**src/hdl/bvp_pkg.sv**
```systemverilog
// Shared types, widths and the discharge-curve tables of the battery percent converter.
package bvp_pkg;

	// Field widths of the input and result beats.
	localparam int MV_W      = 16;
	localparam int PCT_W     = 7;

	// The curve table and its index width.
	localparam int TABLE_POINTS = 21;
	localparam int TBL_IDX_W    = 5;

	// Widest segment of the curve is 310 mV, so offsets and widths fit in ten bits.
	localparam int DEN_W = 10;
	// Quotient bits of the rounding divide; a segment never spans more than 100 percent.
	localparam int QUO_W = 7;
	localparam int CNT_W = 3;
	// Width of the shared subtractor: holds the dividend and the widest shifted divisor.
	localparam int ALU_W = 17;

	localparam logic [PCT_W-1:0] PCT_FULL  = 7'd100;
	localparam logic [PCT_W-1:0] PCT_EMPTY = 7'd0;

	// Breakpoint voltages in mV, falling strictly from full to empty.
	localparam logic [MV_W-1:0] MV_TABLE [TABLE_POINTS] = '{
		16'd4200, 16'd4150, 16'd4110, 16'd4080, 16'd4020, 16'd3980, 16'd3950,
		16'd3910, 16'd3870, 16'd3850, 16'd3840, 16'd3820, 16'd3800, 16'd3790,
		16'd3770, 16'd3750, 16'd3730, 16'd3710, 16'd3690, 16'd3610, 16'd3300
	};

	// Charge in percent at each breakpoint.
	localparam logic [PCT_W-1:0] PCT_TABLE [TABLE_POINTS] = '{
		7'd100, 7'd95, 7'd90, 7'd85, 7'd80, 7'd75, 7'd70,
		7'd65,  7'd60, 7'd55, 7'd50, 7'd45, 7'd40, 7'd35,
		7'd30,  7'd25, 7'd20, 7'd15, 7'd10, 7'd5,  7'd0
	};

	// Operands of the shared subtractor.
	typedef struct packed {
		logic [ALU_W-1:0] a;
		logic [ALU_W-1:0] b;
	} alu_req_t;

	// Difference and borrow; no borrow means a >= b.
	typedef struct packed {
		logic [ALU_W-1:0] diff;
		logic             borrow;
	} alu_rsp_t;

	// Finished result offered by the sequencer to the output register.
	typedef struct packed {
		logic             valid;
		logic [PCT_W-1:0] percent;
	} seq_res_t;

endpackage

```
**src/hdl/bvp_in_if.sv**
```systemverilog
// Input channel carrying one cell voltage per beat.
interface bvp_in_if;
	logic                      valid;
	logic                      ready;
	logic [bvp_pkg::MV_W-1:0]  cell_millivolts;

	modport source (output valid, output cell_millivolts, input ready);
	modport sink   (input valid, input cell_millivolts, output ready);
endinterface

```
**src/hdl/bvp_out_if.sv**
```systemverilog
// Output channel carrying one charge percentage per beat.
interface bvp_out_if;
	logic                      valid;
	logic                      ready;
	logic [bvp_pkg::PCT_W-1:0] charge_percent;

	modport source (output valid, output charge_percent, input ready);
	modport sink   (input valid, input charge_percent, output ready);
endinterface

```
**src/hdl/battery_voltage_to_percent.sv**
```systemverilog
// Top level of the battery voltage to charge percent converter.
//
// Converts one cell voltage in mV to a charge percentage from a fixed
// 21-point lithium-polymer discharge curve, interpolating linearly between
// breakpoints and rounding half up. Voltages at or above 4200 mV give 100,
// at or below the last curve point give 0. One beat is worked at a time
// through a single shared subtractor: a voltage outside the curve finishes
// at a range check, one inside it goes through two range checks, a binary
// search of at most five compares, offset and width, one multiply and
// seven divide steps. The result sits in an output
// register, so the next beat can be accepted while it waits to be taken.
// CURVE_POINTS sets how many table points are used, from 2 to 21; larger
// values use the whole table.
module battery_voltage_to_percent #(
	parameter int CURVE_POINTS = 21
) (
	input  logic     clk,
	input  logic     arst_n,
	bvp_in_if.sink   voltage,
	bvp_out_if.source percent
);

	bvp_pkg::alu_req_t          alu_req;
	bvp_pkg::alu_rsp_t          alu_rsp;
	bvp_pkg::seq_res_t          res;
	logic                       res_take;
	logic                       out_valid_q;
	logic [bvp_pkg::PCT_W-1:0]  out_pct_q;

	bvp_alu u_alu (
		.req (alu_req),
		.rsp (alu_rsp)
	);

	bvp_seq #(
		.CURVE_POINTS (CURVE_POINTS)
	) u_seq (
		.clk      (clk),
		.arst_n   (arst_n),
		.in_valid (voltage.valid),
		.in_ready (voltage.ready),
		.in_mv    (voltage.cell_millivolts),
		.alu_req  (alu_req),
		.alu_rsp  (alu_rsp),
		.res      (res),
		.res_take (res_take)
	);

	// The output register takes a result when it is empty or being drained.
	assign res_take = res.valid && (!out_valid_q || percent.ready);

	always_ff @(posedge clk or negedge arst_n) begin
		if (!arst_n) begin
			out_valid_q <= 1'b0;
		end else if (res_take) begin
			out_valid_q <= 1'b1;
		end else if (percent.ready) begin
			out_valid_q <= 1'b0;
		end
	end

	always_ff @(posedge clk) begin
		if (res_take) out_pct_q <= res.percent;
	end

	assign percent.valid          = out_valid_q;
	assign percent.charge_percent = out_pct_q;

endmodule

```
**src/hdl/bvp_alu.sv**
```systemverilog
// Shared subtract and compare unit used by the range check, search, offset, width and divide steps of the sequencer.
module bvp_alu (
	input  bvp_pkg::alu_req_t req,
	output bvp_pkg::alu_rsp_t rsp
);

	logic [bvp_pkg::ALU_W:0] full;

	// One wide subtract; the top bit is the borrow.
	assign full       = {1'b0, req.a} - {1'b0, req.b};
	assign rsp.diff   = full[bvp_pkg::ALU_W-1:0];
	assign rsp.borrow = full[bvp_pkg::ALU_W];

endmodule

```
**src/hdl/bvp_seq.sv**
```systemverilog
// Sequencer: range checks, binary search of the curve, and a restoring divide.
module bvp_seq #(
	parameter int CURVE_POINTS = 21
) (
	input  logic                      clk,
	input  logic                      arst_n,
	input  logic                      in_valid,
	output logic                      in_ready,
	input  logic [bvp_pkg::MV_W-1:0]  in_mv,
	output bvp_pkg::alu_req_t         alu_req,
	input  bvp_pkg::alu_rsp_t         alu_rsp,
	output bvp_pkg::seq_res_t         res,
	input  logic                      res_take
);

	// Points in use, held to at least 2 and at most what the table provides.
	localparam int N_USED = (CURVE_POINTS > bvp_pkg::TABLE_POINTS) ? bvp_pkg::TABLE_POINTS :
		((CURVE_POINTS < 2) ? 2 : CURVE_POINTS);
	localparam int IDX_W  = (N_USED > 1) ? $clog2(N_USED) : 1;
	localparam int TW     = bvp_pkg::TBL_IDX_W;
	localparam int AW     = bvp_pkg::ALU_W;

	localparam logic [IDX_W-1:0] IDX_FIRST = IDX_W'(1);
	localparam logic [IDX_W-1:0] IDX_LAST  = IDX_W'(N_USED - 1);

	// Sequencer states.
	localparam logic [3:0] S_IDLE = 4'd0;
	localparam logic [3:0] S_TOP  = 4'd1;
	localparam logic [3:0] S_BOT  = 4'd2;
	localparam logic [3:0] S_SRCH = 4'd3;
	localparam logic [3:0] S_OFF  = 4'd4;
	localparam logic [3:0] S_DEN  = 4'd5;
	localparam logic [3:0] S_MUL  = 4'd6;
	localparam logic [3:0] S_DIV  = 4'd7;
	localparam logic [3:0] S_DONE = 4'd8;

	logic [3:0]                     state_q;
	logic [bvp_pkg::MV_W-1:0]       v_q;
	logic [IDX_W-1:0]               lo_q;
	logic [IDX_W-1:0]               hi_q;
	logic [bvp_pkg::DEN_W-1:0]      off_q;
	logic [bvp_pkg::DEN_W-1:0]      den_q;
	logic [AW-1:0]                  rem_q;
	logic [bvp_pkg::QUO_W-1:0]      quo_q;
	logic [bvp_pkg::CNT_W-1:0]      k_q;
	logic [bvp_pkg::PCT_W-1:0]      pct_q;

	logic [IDX_W:0]                 mid_sum;
	logic [IDX_W-1:0]               mid;
	logic [IDX_W-1:0]               lo_prev;
	logic [TW-1:0]                  t_mid;
	logic [TW-1:0]                  t_lo;
	logic [TW-1:0]                  t_prev;
	logic [bvp_pkg::PCT_W-1:0]      pct_span;
	logic [AW-1:0]                  prod;
	logic [AW-1:0]                  dividend;
	logic                           ge;
	logic [bvp_pkg::QUO_W-1:0]      quo_next;

	// Search midpoint and table addresses.
	assign mid_sum = {1'b0, lo_q} + {1'b0, hi_q};
	assign mid     = mid_sum[IDX_W:1];
	assign lo_prev = lo_q - IDX_W'(1);
	assign t_mid   = TW'(mid);
	assign t_lo    = TW'(lo_q);
	assign t_prev  = TW'(lo_prev);

	// Percent span of the segment and the rounded-up dividend.
	assign pct_span = bvp_pkg::PCT_TABLE[t_prev] - bvp_pkg::PCT_TABLE[t_lo];
	assign prod     = AW'(off_q) * AW'(pct_span);
	assign dividend = prod + AW'(den_q >> 1);

	assign ge       = !alu_rsp.borrow;
	assign quo_next = {quo_q[bvp_pkg::QUO_W-2:0], ge};

	assign in_ready    = (state_q == S_IDLE);
	assign res.valid   = (state_q == S_DONE);
	assign res.percent = pct_q;

	// Operand selection for the shared subtractor.
	always_comb begin
		alu_req.a = '0;
		alu_req.b = '0;
		case (state_q)
			S_TOP: begin
				alu_req.a = AW'(v_q);
				alu_req.b = AW'(bvp_pkg::MV_TABLE[0]);
			end
			S_BOT: begin
				alu_req.a = AW'(bvp_pkg::MV_TABLE[TW'(IDX_LAST)]);
				alu_req.b = AW'(v_q);
			end
			S_SRCH: begin
				alu_req.a = AW'(v_q);
				alu_req.b = AW'(bvp_pkg::MV_TABLE[t_mid]);
			end
			S_OFF: begin
				alu_req.a = AW'(v_q);
				alu_req.b = AW'(bvp_pkg::MV_TABLE[t_lo]);
			end
			S_DEN: begin
				alu_req.a = AW'(bvp_pkg::MV_TABLE[t_prev]);
				alu_req.b = AW'(bvp_pkg::MV_TABLE[t_lo]);
			end
			S_DIV: begin
				alu_req.a = rem_q;
				alu_req.b = AW'(den_q) << k_q;
			end
			default: begin
				alu_req.a = '0;
				alu_req.b = '0;
			end
		endcase
	end

	// Control state.
	always_ff @(posedge clk or negedge arst_n) begin
		if (!arst_n) begin
			state_q <= S_IDLE;
		end else begin
			case (state_q)
				S_IDLE: if (in_valid) state_q <= S_TOP;
				S_TOP:  state_q <= ge ? S_DONE : S_BOT;
				S_BOT:  state_q <= ge ? S_DONE : S_SRCH;
				S_SRCH: if (lo_q == hi_q) state_q <= S_OFF;
				S_OFF:  state_q <= S_DEN;
				S_DEN:  state_q <= S_MUL;
				S_MUL:  state_q <= S_DIV;
				S_DIV:  if (k_q == '0) state_q <= S_DONE;
				S_DONE: if (res_take) state_q <= S_IDLE;
				default: state_q <= S_IDLE;
			endcase
		end
	end

	// Datapath registers.
	always_ff @(posedge clk) begin
		case (state_q)
			S_IDLE: begin
				if (in_valid) v_q <= in_mv;
			end
			S_TOP: begin
				pct_q <= bvp_pkg::PCT_FULL;
			end
			S_BOT: begin
				pct_q <= bvp_pkg::PCT_EMPTY;
				lo_q  <= IDX_FIRST;
				hi_q  <= IDX_LAST;
			end
			S_SRCH: begin
				// Narrow to the first breakpoint at or below the voltage.
				if (lo_q != hi_q) begin
					if (ge) begin
						hi_q <= mid;
					end else begin
						lo_q <= mid + IDX_W'(1);
					end
				end
			end
			S_OFF: begin
				off_q <= alu_rsp.diff[bvp_pkg::DEN_W-1:0];
			end
			S_DEN: begin
				den_q <= alu_rsp.diff[bvp_pkg::DEN_W-1:0];
			end
			S_MUL: begin
				rem_q <= dividend;
				quo_q <= '0;
				k_q   <= bvp_pkg::CNT_W'(bvp_pkg::QUO_W - 1);
			end
			S_DIV: begin
				// One restoring quotient bit per cycle, most significant first.
				if (ge) rem_q <= alu_rsp.diff;
				quo_q <= quo_next;
				k_q   <= k_q - bvp_pkg::CNT_W'(1);
				if (k_q == '0) pct_q <= bvp_pkg::PCT_TABLE[t_lo] + quo_next;
			end
			default: begin
			end
		endcase
	end

endmodule

```
**src/flat_wrapper.sv**
```systemverilog
// flat-port wrapper written by rule: the top's interface ports become plain ports
module battery_voltage_to_percent_flat 
#(
	parameter int CURVE_POINTS = 21
)
  (clk, arst_n, voltage_valid, voltage_cell_millivolts, voltage_ready, percent_valid, percent_charge_percent, percent_ready);
  bvp_in_if voltage_i ();
  bvp_out_if percent_i ();
  input  logic clk;
  input  logic arst_n;
  input wire logic [$bits(voltage_i.valid)-1:0] voltage_valid;
  input wire logic [$bits(voltage_i.cell_millivolts)-1:0] voltage_cell_millivolts;
  output wire logic [$bits(voltage_i.ready)-1:0] voltage_ready;
  output wire logic [$bits(percent_i.valid)-1:0] percent_valid;
  output wire logic [$bits(percent_i.charge_percent)-1:0] percent_charge_percent;
  input wire logic [$bits(percent_i.ready)-1:0] percent_ready;
  assign voltage_i.valid = voltage_valid;
  assign voltage_i.cell_millivolts = voltage_cell_millivolts;
  assign voltage_ready = voltage_i.ready;
  assign percent_valid = percent_i.valid;
  assign percent_charge_percent = percent_i.charge_percent;
  assign percent_i.ready = percent_ready;
  battery_voltage_to_percent #(.CURVE_POINTS(CURVE_POINTS)) u_core (.clk(clk), .arst_n(arst_n), .voltage(voltage_i), .percent(percent_i));
endmodule
```
**config.mk**
```make
export PLATFORM = sky130hd
export DESIGN_NAME = battery_voltage_to_percent_flat
export DESIGN_NICKNAME = d
export VERILOG_FILES = /design/src/hdl/bvp_pkg.sv /design/src/hdl/bvp_in_if.sv /design/src/hdl/bvp_out_if.sv /design/src/hdl/battery_voltage_to_percent.sv /design/src/hdl/bvp_alu.sv /design/src/hdl/bvp_seq.sv /design/src/flat_wrapper.sv
export SDC_FILE = /design/constraint.sdc
export NUM_CORES = 1
export LEC_CHECK = 0
export ABC_AREA = 1
export BUFFER_PORTS_ARGS = -buffer_cell sky130_fd_sc_hd__buf_2
export CAP_MARGIN = 20
export CORE_MARGIN = 10
export CORE_UTILIZATION = 45
export DETAILED_ROUTE_END_ITERATION = 8
export PLACE_DENSITY = 0.69
export SETUP_SLACK_MARGIN = 0.5
export SYNTH_ARGS = -nofsm -noshare
export SYNTH_HDL_FRONTEND = slang
export SYNTH_SLANG_ARGS = --single-unit
```
**constraint.sdc**
```tcl
create_clock -name clk -period 8.75 [get_ports clk]
set_input_delay 0.875 -clock clk [delete_from_list [all_inputs] [get_ports clk]]
set_output_delay 0.875 -clock clk [all_outputs]
set_load 0.05 [all_outputs]
```
Word level (Yosys, flattened, before mapping)
Memories as Yosys holds them, arrays and structs flattened.
Cells that the tools add are included.
{"block": "op_classes", "shift": 1, "add_sub_neg": 8, "n_bitwise": 3, "n_lt_le_gt_ge": 3, "eq_ne": 18, "mux": 32, "n_mul": 1, "reduce_logical": 16}
{"operator": "$pmux 34 s6", "n": 1}
{"operator": "$mux 16", "n": 6}
{"operator": "$pmux 4 s9", "n": 1}
{"operator": "$mux 7", "n": 5}
{"operator": "$pmux 17 s2", "n": 1}
{"operator": "$mux 4", "n": 6}
{"operator": "$pmux 7 s3", "n": 1}
{"operator": "$mux 5", "n": 4}
{"operator": "$pmux 5 s2", "n": 2}
{"operator": "$ge 6x6->1 const B", "n": 3}
{"operator": "$not 5->6", "n": 3}
{"operator": "$sub 17x17->18", "n": 1}
{"operator": "$add 17x9->17", "n": 1}
{"operator": "$mul 10x7->17", "n": 1}
{"operator": "$mux 17", "n": 1}
{"operator": "$shl 10x3->17", "n": 1}
{"operator": "$eq 4x3->1 const B", "n": 4}
{"operator": "$ne 2x2->1 const B", "n": 7}
{"operator": "$pmux 6 s2", "n": 1}
{"operator": "$eq 4x2->1 const B", "n": 2}
{"operator": "$add 7x7->7", "n": 1}
{"operator": "$sub 7x7->7", "n": 1}
{"operator": "$add 5x5->6", "n": 1}
{"operator": "$pmux 3 s2", "n": 1}
{"operator": "19 further kinds", "n": 26}
{"block": "totals", "wordCells": 99, "output_inout_bits": 9, "romBits": 1984, "n_memories": 5, "ff_bits": 91}
{"name": "(no name shown)", "depth": 32, "width": 16, "read_ports": 1, "rd_clocked_by_memory_dff": 0, "wr": 0, "line": "bvp_seq.sv:103", "text": "alu_req.b = AW'(bvp_pkg::MV_TABLE[t_lo]);"}
{"name": "(no name shown)", "depth": 32, "width": 16, "read_ports": 1, "rd_clocked_by_memory_dff": 0, "wr": 0, "line": "bvp_seq.sv:102", "text": "alu_req.a = AW'(bvp_pkg::MV_TABLE[t_prev]);"}
{"name": "(no name shown)", "depth": 32, "width": 16, "read_ports": 1, "rd_clocked_by_memory_dff": 0, "wr": 0, "line": "bvp_seq.sv:95", "text": "alu_req.b = AW'(bvp_pkg::MV_TABLE[t_mid]);"}
{"name": "(no name shown)", "depth": 32, "width": 7, "read_ports": 1, "rd_clocked_by_memory_dff": 0, "wr": 0, "line": "bvp_seq.sv:176", "text": "if (k_q == '0) pct_q <= bvp_pkg::PCT_TABLE[t_lo] + quo_next;"}
{"name": "(no name shown)", "depth": 32, "width": 7, "read_ports": 1, "rd_clocked_by_memory_dff": 0, "wr": 0, "line": "bvp_seq.sv:69", "text": "assign pct_span = bvp_pkg::PCT_TABLE[t_prev] - bvp_pkg::PCT_TABLE[t_lo];"}

Logic depth before layout (Yosys ltp)
{"block": "depth", "word_depth": 11, "ltp_mapped": 36, "ltp_nobuf": 36}

Cells and area by module
From an unflattened synthesis, not the netlist that was laid out.
{"block": "unflattened", "hier_cells": 1394, "hier_area_um2": 10198.5}
{"mod": "bvp_seq", "n_inst": 1, "area_each_um2": 8793.4, "cells_per_inst": 1149}
{"mod": "bvp_alu", "n_inst": 1, "area_each_um2": 1146.1, "cells_per_inst": 232}
{"mod": "battery_voltage_to_percent", "n_inst": 1, "area_each_um2": 259.0, "cells_per_inst": 13}

Least setup slack after synthesis
OpenSTA, ideal clock, no wires.
{"block": "synth_path", "kind": "reg-to-reg", "start": "register u_core.u_seq.lo_q[1]", "end": "register u_core.u_seq.rem_q[15] (data pin)", "required_ps": 8496, "path_stages_with_launch": 31, "arrival_time_ps": 6540, "path_buffers": 1, "setup_slack_ps": 1957, "path_cell_list": "edfxtp_1 inv_1 ha_1 inv_2 ha_1 buf_2 nor2_1 nand2_1 a31oi_1 o21ai_0 ha_1 nand2_1 o311ai_0 nand2_2 nand2_4 nor2_2 fa_1 inv_1 fa_1 inv_1 fa_1 inv_1 fa_1 inv_1 ha_1 a21oi_1 o21ai_0 a21oi_1 nand3b_1 nand3_1 nand2_1"}
{"block": "synth_between", "elab_chain_cells": 9}
{"item": "start, declared", "line": "bvp_seq.sv:39", "text": "logic [IDX_W-1:0] lo_q;"}
{"item": "start signal, assigned", "line": "bvp_seq.sv:156", "text": "lo_q <= mid + IDX_W'(1);"}
{"item": "$sub 5x1->5 / $add 5x5->6 (equally long branches)", "line": "bvp_seq.sv:63, bvp_seq.sv:61"}
{"item": "$not 5->6, on equally long branches", "line": "bvp_seq.sv:69, bvp_seq.sv:102, bvp_seq.sv:95"}
{"item": "$mem_v2 32x7, or another cell as far along"}
{"item": "$mux 7 (not written as such), or another cell as far along (2 in a row)", "line": "bvp_seq.sv:69"}
{"item": "$sub 7x7->7 / $pmux 34 s6 (equally long branches)", "line": "bvp_seq.sv:69, bvp_seq.sv:84"}
{"item": "$mul 10x7->17 / $sub 17x17->18 (equally long branches)", "line": "bvp_seq.sv:70, bvp_alu.sv:10"}
{"item": "$add 17x9->17 / $mux 17 (equally long branches)", "line": "bvp_seq.sv:71, bvp_seq.sv:173"}
{"item": "$pmux 17 s2 (*)", "line": "bvp_seq.sv:138", "text": "case (state_q)"}
{"item": "end signal, assigned", "line": "bvp_seq.sv:167", "text": "rem_q <= dividend;"}
{"item": "end signal, assigned", "line": "bvp_seq.sv:173", "text": "if (ge) rem_q <= alu_rsp.diff;"}
{"item": "end, declared", "line": "bvp_seq.sv:43", "text": "logic [AW-1:0] rem_q;"}
Every way passes the cells marked *; elsewhere a longest branch is shown, timed or not. The select of a mux whose other input is x is not followed.
A chain may end at the register's enable or synchronous reset.

Worst setup path in the final report
{"block": "layout_path", "start": "register u_core.u_seq.lo_q[2]", "end": "register u_core.u_seq.rem_q[15] (data pin)"}
The elaborated chain is that of the path after synthesis.

==> results by group <==
Finish
  • Fin util: 48.9%
  • Post-route cell area: 10,600 um2
  • Nets: 1,505
  • Area growth syn-to-layout: 7.37%
  • Most frequent cells in the layout: 312 x nand2_1, 215 x inv_1, 132 x nor2_1
  • Layout cells sized above 1: 8.12%
  • Non-filler instance count after layout: 1,622
  • Register Area: 2710 um2
  • Most common cell after layout, fill and taps aside: nand2_1
  • Area occupied by multi-input gates: 6240 um2
  • FILL cells: 2,159
  • Ant. Diodes: 0

Worst setup path
  • Most used cell, CP: inv_1
  • CP delay by family, top: adder cells
  • Crit path DAT: 7.79 ns
  • CP Launch Point: u_core.u_seq.lo_q[2]
  • Crit Path Class: reg2reg
  • Crit path max-delay cell type: edfxtp_1
  • Maximum net fanout on the critical path: 18
  • CP required: 8.86 ns
  • Crit-path max cell delay: 0.72 ns
  • CP endpoint kind: flop
  • Worst path buffer plus inverter count: 6
  • Startpoint Class: flop
  • Reg2Reg Launch Point: u_core.u_seq.lo_q[2]
  • Setup slack, reg-to-reg: 1.07 ns

Global routing
  • Largest net degree at the start of global routing: 31
  • Initial antenna violation count: 0
  • Vias in the first global route: 8,506
  • Grt total ovfl: 0
  • First-pass GRT wire length: 45,200 um
  • GRT Resource Usage Total: 19.7%

Routing
  • Antenna Nets Post-Route: 0
  • DR iter-0 viols: 935
  • Routed WL per cell: 17.1 um
  • Routed WL: 27,800 um
  • Pre-Repair DR Iteration Count: 5
  • Vias: 8,839
  • Vias per inst: 5.45
  • DRC viols: 0

Timing
  • Final Hold Viols: 0
  • Crit share post-route: 87.8%
  • Fmax: 130 MHz
  • RSZ-0062 raised after global routing: no
  • Worst-Margin Slew: 0.960 ns
  • Tmin final: 7.68 ns
  • Final Skew: 0.0126 ns
  • Total Neg Setup Slack: 0 ns
  • Setup-failing EPs final: 0
  • Relative slew slack: 35.8%
  • Max-slew violations: 0

Yosys
  • Seq/Total Area, Yosys: 27.3%
  • Synthesized area: 9910 um2
  • Top FF cell, synth: edfxtp_1
  • Synthesized flop and latch total: 91
  • Syn nets: 1,482
  • Syn avg cell area: 7.54 um2
  • Yosys warning count: 0
  • Share of async-settable or async-resettable flops after synthesis: 5.49%
  • Gate Count Post-Synth: 1,314
  • Post-synth EDFFs: 86
  • Yosys cell types: 52

CTS
  • Htree depth: 3
  • CTS Sinks: 91
  • Later-pin clock latency in the skew report: 0.35 ns
  • Post-CTS Hold Fix Bufs: 0
  • Root cell of the clock tree: clkbuf_16
  • CTS tree: yes
  • Clock Tree Buf Depth: 2
  • CTS Buf Count: 9
  • Worst-path clk slew: 0.07 ns

Worst hold path
  • Min-Delay Path Class: in2async

Placement
  • Buffers on Ports: 28
  • Gp weighted congestion: 0.994
  • DP Wirelength: 22,700 um
  • DP Area: 10,300 um2
  • Placed Cells: 1,603

Floorplan
  • Row count: 54
  • Width of the die: 168 um
  • Initial core utilization: 45.6%
  • Chip height: 168 um
  • Core area: 21,800 um2
  • IO Count: 29
  • DIE AREA: 28,400 um2

Outcome
  • Status: complete, no violations

Flow run
  • Maxcap violations: 0
-- cells in the mapped netlist, types with 5 or more instances --
| cell | n | share of area (%) |
|---|---|---|
| nor2_1 | 132 | 5.0 |
| nor3_1 | 7 | 0.35 |
| o211ai_1 | 5 | 0.38 |
| a21oi_1 | 61 | 3.1 |
| nand2_1 | 312 | 12 |
| xor2_1 | 11 | 0.97 |
| nor2_2 | 11 | 0.69 |
| nand2_2 | 8 | 0.50 |
| buf_2 | 15 | 0.76 |
| o21ai_0 | 71 | 3.6 |
| inv_2 | 8 | 0.30 |
| nand4_1 | 5 | 0.32 |
| inv_1 | 216 | 8.2 |
| nand2_4 | 6 | 0.68 |
| nand3_1 | 105 | 5.3 |
| dfrtp_1 | 5 | 1.3 |
| a31oi_1 | 5 | 0.32 |
| or2_2 | 10 | 0.63 |
| ha_1 | 96 | 12 |
| xnor2_1 | 8 | 0.71 |
| fa_1 | 52 | 11 |
| a22oi_1 | 10 | 0.76 |
| edfxtp_1 | 86 | 26 |
| nand3b_1 | 7 | 0.53 |
-- layout make-up --
type                       instances  share of cell area [%]
inverter                         225                    8.01
clock buffer                      10                    2.15
clock inverter                     6                   0.600
multi-input combinational        974                    58.6
timing repair buffer              36                    1.88
sequential                        91                    25.4
tap                              280                    3.29
-- per-layer routing --
layer	GRT usage, %	share of wire [%]	up-vias
met5	0	0	-
met4	6.81	3.0	0
met3	3.59	7.6	51
met2	30.9	45	357
met1	26.7	45	4119
li1	-	-	4312
-- per-stage QoR --
stage          setup WS, ns  hold WS [ns]
6_report               1.07         0.323
5_1_grt               0.558         0.320
4_1_cts               0.933         0.320
3_5_place_dp          0.978         0.405
3_3_place_gp           1.16         0.403
2_1_floorplan          1.96         0.400
-- worst register-to-register path: cells and delay by family (launching register included) --
kind / cells / cell delay, ns
compound gates: 7 / 1.37
simple gates: 8 / 1.01
fa+ha+maj: 7 / 3.40
buf+inv: 6 / 0.95
flops: 1 / 0.72
-- timing repair --
| action | 4_1_cts | 5_1_grt |
|---|---|---|
| gates resized for setup | 0 | 5 |
| setup buffers | 0 | 3 |
| setup endpoints to repair | 0 | 10 |
-- sequential cells by signal (all words and copies together) (netlist names) --
name,cells
u_core.percent.charge_percent,7
u_core.u_seq.lo_q,5
u_core.u_seq.pct_q,7
u_core.u_seq.den_q,10
u_core.u_seq.k_q,3
u_core.u_seq.off_q,10
u_core.percent.valid,1
u_core.u_seq.quo_q,6
u_core.u_seq.rem_q,17
u_core.u_seq.v_q,16
u_core.u_seq.hi_q,5
u_core.u_seq.state_q,4
-- cells by family after synthesis --
| family | after synthesis | synth area share, % |
|---|---|---|
| buffers and inverters | 249 | 9.88 |
| muxes | 1 | 0.101 |
| xor gates and xnor gates | 21 | 2.12 |
| and+or+nand+nor | 612 | 26.7 |
| AOI/OAI and AO/OA | 192 | 11.2 |
| DFF | 91 | 27.3 |
| adders and majority gates | 148 | 22.6 |
-- final timing paths --
kind,cells after the start,to
max,28,u_core.u_seq.rem_q[15]
min,1,u_core.percent.valid
min in group clk,0,u_core.percent.charge_percent[6]
min reg2reg,0,u_core.percent.charge_percent[6]
max reg2reg,28,u_core.u_seq.rem_q[15]
max in group asynchronous,1,u_core.u_seq.state_q[1]
Power is left out: the tool's default activity adds up to more than one toggle a clock period on the data nets, which glitch-free logic cannot reach.
